### config.mk
export PLATFORM = sky130hd
export DESIGN_NAME = mhdcv_prep
export DESIGN_NICKNAME = d
export VERILOG_FILES = /design/src/design/mhdcv_pkg.sv /design/src/design/mhdcv_prep.sv
export SDC_FILE = /design/constraint.sdc
export NUM_CORES = 1
export LEC_CHECK = 0
export BUFFER_PORTS_ARGS = -buffer_cell sky130_fd_sc_hd__buf_2
export CAP_MARGIN = 5
export CORE_AREA = 2 2 324 326
export CTS_CLUSTER_DIAMETER = 200
export DETAILED_ROUTE_END_ITERATION = 8
export DIE_AREA = 0 0 326 328
export SLEW_MARGIN = 20
export SYNTH_ARGS = -nofsm -noshare
export SYNTH_HDL_FRONTEND = slang
export SYNTH_SLANG_ARGS = --single-unit
### constraint.sdc
create_clock -name clk_i -period 4.8 [get_ports clk_i]
set_input_delay 0.24 -clock clk_i [delete_from_list [all_inputs] [get_ports clk_i]]
set_output_delay 0.24 -clock clk_i [all_outputs]
set_load 0.02 [all_outputs]
### src/design/mhdcv_pkg.sv
// ----------------------------------------------------------------------------
// MHD state conversion package
// Shared word format, fixed-point helpers, codes and the pipeline item types.
// ----------------------------------------------------------------------------
package mhdcv_pkg;

  // Word format: signed two's complement with a binary point.
  localparam int WORD_BITS = 32;
  localparam int FRAC_BITS = 16;
  localparam int CFG_IDX_BITS = 2;

  typedef logic signed [WORD_BITS-1:0]   word_t;
  typedef logic        [WORD_BITS-1:0]   uword_t;
  typedef logic        [WORD_BITS-2:0]   coef_t;
  typedef logic signed [2*WORD_BITS-1:0] prod_t;

  localparam word_t  WORD_MAX = {1'b0, {(WORD_BITS-1){1'b1}}};
  localparam word_t  WORD_MIN = {1'b1, {(WORD_BITS-1){1'b0}}};
  localparam uword_t SIGN_MAG = {1'b1, {(WORD_BITS-1){1'b0}}};

  // Register reset values for an adiabatic index of five thirds.
  localparam coef_t GAMMA_M1_RST = coef_t'(((64'd4 << FRAC_BITS) + 64'd3) / 64'd6);
  localparam coef_t INV_GAMMA_M1_RST = coef_t'(64'd3 << (FRAC_BITS - 1));

  typedef enum logic {
    OP_CONS_TO_PRIM = 1'b0,
    OP_PRIM_TO_CONS = 1'b1
  } opcode_e;

  typedef enum logic [1:0] {
    ST_OK           = 2'd0,
    ST_NEG_PRESSURE = 2'd1,
    ST_ZERO_DENSITY = 2'd2
  } status_e;

  typedef enum logic [CFG_IDX_BITS-1:0] {
    CFG_GAMMA_M1     = 2'd0,
    CFG_INV_GAMMA_M1 = 2'd1
  } cfg_index_e;

  // One cell state as it enters the block.
  typedef struct packed {
    opcode_e opcode;
    word_t   rho;
    word_t   x;
    word_t   y;
    word_t   z;
    word_t   ep;
    word_t   bx;
    word_t   by;
    word_t   bz;
  } item_t;

  // One lane of the restoring divider.
  typedef struct packed {
    uword_t rem;
    uword_t num;
    uword_t quo;
    logic   ovf;
    logic   neg;
  } div_lane_t;

  // What travels down the divider.
  typedef struct packed {
    item_t                 item;
    logic                  zero_rho;
    uword_t                den;
    div_lane_t [2:0]       lane;
  } div_t;

  // Exact product scaled back by the fraction bits, floored and saturated.
  function automatic word_t fx_round(prod_t p);
    prod_t s;
    s = p >>> FRAC_BITS;
    if (s > prod_t'(WORD_MAX)) begin
      return WORD_MAX;
    end else if (s < prod_t'(WORD_MIN)) begin
      return WORD_MIN;
    end
    return word_t'(s);
  endfunction

  function automatic prod_t fx_prod(word_t a, word_t b);
    return prod_t'(a) * prod_t'(b);
  endfunction

  function automatic word_t sat_add(word_t a, word_t b);
    logic signed [WORD_BITS:0] s;
    s = $signed({a[WORD_BITS-1], a}) + $signed({b[WORD_BITS-1], b});
    if (s[WORD_BITS] != s[WORD_BITS-1]) begin
      return s[WORD_BITS] ? WORD_MIN : WORD_MAX;
    end
    return word_t'(s[WORD_BITS-1:0]);
  endfunction

  function automatic word_t sat_sub(word_t a, word_t b);
    logic signed [WORD_BITS:0] s;
    s = $signed({a[WORD_BITS-1], a}) - $signed({b[WORD_BITS-1], b});
    if (s[WORD_BITS] != s[WORD_BITS-1]) begin
      return s[WORD_BITS] ? WORD_MIN : WORD_MAX;
    end
    return word_t'(s[WORD_BITS-1:0]);
  endfunction

  // Signed quotient from sign and magnitude, saturated to the word range.
  function automatic word_t sat_from_mag(logic neg, logic ovf, uword_t q);
    if (ovf) begin
      return neg ? WORD_MIN : WORD_MAX;
    end else if (!neg) begin
      return q[WORD_BITS-1] ? WORD_MAX : word_t'(q);
    end
    return (q > SIGN_MAG) ? WORD_MIN : word_t'(~q + uword_t'(1));
  endfunction

endpackage

### src/design/mhdcv_prep.sv
// ----------------------------------------------------------------------------
// MHD state conversion input stage
// Registers the incoming beat and sets up magnitudes for the divider.
// ----------------------------------------------------------------------------
module mhdcv_prep (
  input  logic            clk_i,
  input  logic            en_i,
  input  mhdcv_pkg::item_t item_i,
  output mhdcv_pkg::div_t  div_o
);
  import mhdcv_pkg::*;

  div_t   div_d, div_q;
  uword_t comp [3];
  uword_t ua;
  uword_t r0;

  // Magnitudes, overflow test and the first partial remainder per lane.
  always_comb begin
    comp[0] = item_i.x;
    comp[1] = item_i.y;
    comp[2] = item_i.z;
    div_d.item     = item_i;
    div_d.zero_rho = (item_i.rho == '0);
    div_d.den      = item_i.rho[WORD_BITS-1] ? (~uword_t'(item_i.rho) + uword_t'(1))
                                             : uword_t'(item_i.rho);
    ua = '0;
    r0 = '0;
    for (int i = 0; i < 3; i++) begin
      ua = comp[i][WORD_BITS-1] ? (~comp[i] + uword_t'(1)) : comp[i];
      r0 = ua >> (WORD_BITS - FRAC_BITS);
      div_d.lane[i].neg = comp[i][WORD_BITS-1] ^ item_i.rho[WORD_BITS-1];
      div_d.lane[i].ovf = (r0 >= div_d.den);
      div_d.lane[i].rem = r0;
      div_d.lane[i].num = ua << FRAC_BITS;
      div_d.lane[i].quo = '0;
    end
  end

  always_ff @(posedge clk_i) begin
    if (en_i) begin
      div_q <= div_d;
    end
  end

  assign div_o = div_q;

endmodule

# Word-level counts from Yosys, hierarchy flattened
# Cells that the tools add are included.
[op_classes]
addsub = 4
n_lt_le_gt_ge = 3
n_mux = 4
n_bitwise = 7
n_reduce_logical = 1
[ops]
columns = ["cell", "count"]
rows = [
  ["$add 32x1->32 const B", 4],
  ["$mux 32", 4],
  ["$not 32->32", 4],
  ["$ge 16x32->1", 3],
  ["$logic_not 32->1", 1],
  ["$xor 1x1->1", 3],
]
[totals]
register_bits = 392
input_bits = 259
wordCells = 42

# Depth between registers and ports, before layout
[depth]
word_depth = 4
ltp_mapped = 15
mapped_depth_nobuf = 15

# Least setup slack after synthesis
# Ideal clock, no wire load.
[synth_path]
path_type = "input-to-reg"
from = "input port item_i[133] (netlist bit)"
to = "register div_q, in the netlist div_o[197], data pin"
arrival_ns = 3.241
slack_ns = 1.297
cell_stages = 13
n_path_buf = 0
cell_sequence = "or4_1 nor4_2 nand3_1 nand2b_1 or3_1 o31ai_1 xnor2_1 ha_1 a21oi_1 o21ai_0 a211o_1 a211oi_1 nor4_1"
[synth_rtl]
columns = ["element", "line", "source"]
rows = [
  ["from (decl)", "mhdcv_prep.sv:8", "input mhdcv_pkg::item_t item_i,"],
  ["to (signal assigned)", "mhdcv_prep.sv:42", "div_q <= div_d;"],
  ["to (decl)", "mhdcv_prep.sv:13", "div_t div_d, div_q;"],
]

==> results.yml <==
logic_synthesis:
  synth_edf_count: 388
  yosys.area.top_type: "edfxtp_1"
  synth_area_um2: 17100
  ys_top_cells_by_area: "edfxtp_1 68%, buf_4 8.6%, xnor2_1 5.3%"
  seq_area_frac_synth: 0.683
  syn_avg_cell_area_um2: 15.2
  synth.top_cell.area_share: 0.683
  ys_types: 60
  netlist_instances: 1120
  async_flop_share: 0
  synth_ff_type: "edfxtp_1"
  ys_warn_count: 0
  ys_seq_elements: 388
layout:
  largest_reg_flops: 388
  utilization: 0.246
  syn_to_final_growth_pct: 49.2
  nets: 2378
  fin_cells: 3484
  drive_above_1_share: 0.366
  final_cell_mix: "649 x buf_2, 388 x edfxtp_1, 251 x dlygate4sd3_1"
  final_common_cell: "buf_2"
  final_area_um2: 25400
floorplanning:
  coreArea_um2: 103000
  start_util: 0.165
  dieHeight_um: 328
  boundaryPins: 843
  num_rows: 118
  fp.dieW_um: 326
  die-area_um2: 107000
global_route:
  antenna_found_initial: 15
  overflow: 0
  track_usage: 0.127
  grt_pass1_vias: 12300
  grt_pass1_wl_mm: 95.4
  grt_start_max_net_pins: 111
setup_path:
  cp.required_ns: 5.14
  crit_end: "div_o[197]$_DFFE_PP_"
  critical_path_class: "input port to register"
  critPathMaxFanout: 4
  cp-end-kind: "register"
  crit_arrival_ns: 4.56
  cp-startpoint: "item_i[133]"
  cp-start-kind: "input port"
sta:
  period_needed_ns: 4.22
  slew_headroom: 0.407
  report.final.slew_viol_count: 0
  hold_viol_final: 0
  setup_viol: 0
  rsz0062_at_grt: "no"
  post-route-period-util: 0.879
  worstMarginPinSlew_ns: 0.884
  timing.fmax_mhz: 237
  fin_tns_setup_ns: 0
power_and_ir_drop:
  p_leak_nw: 10.3
  ir_drop_uv: 238
  power_density_nw_per_um2: 371
clock_tree:
  cts_buffer_depth: 3
  cts.sinks: 388
  root_buffer: "clkbuf_16"
  postCtsSetupRepairBufs: 0
  clk_pin_slew_ns: 0.06
  htree_levels: 2
  cts_tree: "yes"
  cts_buffers: 49
detailed_routing:
  drc_errors: 0
  drtPass1Iterations: 5
  num_vias: 12500
  routed_wirelength_mm: 71.4
  drt-wirelength-per-cell_um: 20.5
  vias_per_cell: 3.59
  postRouteAntennaNets: 0
  first_iter_violations: 745
status:
  status: "finished clean"
placed_design:
  placed_cell_area_um2: 21400
  dp_hpwl_mm: 56.0
  gp_congestion: 0.793
  placedCellCount: 3145
  io_buffers: 650
run:
  max-cap-violations: 0
min_path:
  min-delay-start: "item_i[230]"
  holdCritPathClass: "input port to register"
synth_stat cells, types with 2 or more instances:
| library cell | number |
|---|---|
| or2_2 | 2 |
| buf_4 | 196 |
| a21boi_0 | 2 |
| nor4b_1 | 4 |
| edfxtp_1 | 388 |
| a211o_1 | 3 |
| clkbuf_1 | 12 |
| o31ai_4 | 2 |
| o31ai_1 | 28 |
| a21oi_1 | 13 |
| a31oi_1 | 3 |
| nand2b_1 | 11 |
| nand4_1 | 6 |
| buf_1 | 3 |
| nor3_1 | 15 |
| or4_1 | 9 |
| o2111ai_1 | 3 |
| a211oi_1 | 3 |
| a41oi_1 | 3 |
| nor4_2 | 3 |
| inv_1 | 33 |
| o21ai_0 | 50 |
| ha_1 | 52 |
| xnor2_1 | 103 |
| and2_1 | 2 |
| nand3_1 | 6 |
| nor4_1 | 9 |
| o41ai_2 | 2 |
| or4_4 | 3 |
| o41ai_1 | 16 |
| a21o_1 | 7 |
| xor2_1 | 15 |
| a31o_2 | 2 |
| nand2_1 | 47 |
| o21a_1 | 3 |
| or3_1 | 21 |
| o2111a_1 | 2 |
| nand4b_1 | 4 |
| nor2_1 | 13 |
per-stage QoR:
stage	setup WS, ns	total power, mW	hold WS, ns
CTS	0.550	9.63	0.00675
global placement	0.428	5.85	0.417
global route	0.346	9.87	0.0158
detailed placement	0.430	5.85	0.418
finish	0.580	9.44	0.0649
floorplan	1.30	5.16	0.339
worst max-delay path, stage by stage:
cell           delay [ns]
dlygate4sd3_1        0.53
buf_2                0.14
or4_1                0.60
nor4_2               0.32
nand2_1              0.12
or2_2                0.33
o31ai_1              0.28
xor2_1               0.60
ha_1                 0.40
inv_1                0.08
o21ai_0              0.16
a21oi_1              0.08
o2111ai_1            0.18
nand2_1              0.15
a211oi_1             0.25
nor4_1               0.08
metal layers:
metal / vias to the layer above / routed length (um) / global-route usage
met5: - / 7 / 0
met4: 2 / 1460 / 0.0292
met3: 94 / 6600 / 0.0473
met2: 623 / 34400 / 0.215
met1: 6079 / 29000 / 0.153
li1: 5725 / - / -
worst min path at each step:
stage / end / slack [ns] / depth (start not counted)
2_1_floorplan: div_o[327]$_DFFE_PP_ / 0.34 / 0
3_3_place_gp: div_o[399]$_DFFE_PP_ / 0.42 / 1
3_5_place_dp: div_o[434]$_DFFE_PP_ / 0.42 / 1
4_1_cts: div_o[557]$_DFFE_PP_ / 0.007 / 1
5_1_grt: div_o[557]$_DFFE_PP_ / 0.02 / 1
6_report: div_o[557]$_DFFE_PP_ / 0.06 / 1
final cells by class:
class / count / area (um^2)
Fill cell: 10800 / 77800
Sequential cell: 388 / 11700
Timing Repair Buffer: 918 / 5940
Multi-Input combinational cell: 677 / 4460
Tap cell: 1380 / 1730
Clock buffer: 53 / 1260
Clock inverter: 33 / 260
Inverter: 33 / 124
Antenna cell: 2 / 5.00
what timing repair did:
item | CTS | global route
hold endpoints to repair | 300 | 0
hold buffers | 251 | 0
gates resized for setup | 0 | 0
kinds of logic (layout without fill, tap and decap cells):
group | after synthesis | after routing | share of synthesized area
AO/OA/AOI/OAI | 147 | 147 | 0.0611
XOR/XNOR | 118 | 118 | 0.0606
adder cells (fa/ha/maj) | 52 | 52 | 0.0382
buffers and inverters | 246 | 1037 | 0.0978
flip-flops | 388 | 388 | 0.683
other | 1 | 194 | 0.000220
AND/OR/NAND/NOR | 168 | 168 | 0.0588
power breakdown:
part | leakage, nW | total [mW] | internal, mW | switching, mW
clock network | 0.744 | 3.51 | 1.97 | 1.54
logic | 5.73 | 1.78 | 0.577 | 1.20
registers | 3.79 | 4.16 | 4.07 | 0.0826
total | 10.3 | 9.44 | 6.62 | 2.82
Power figures use the tool's default switching activity.
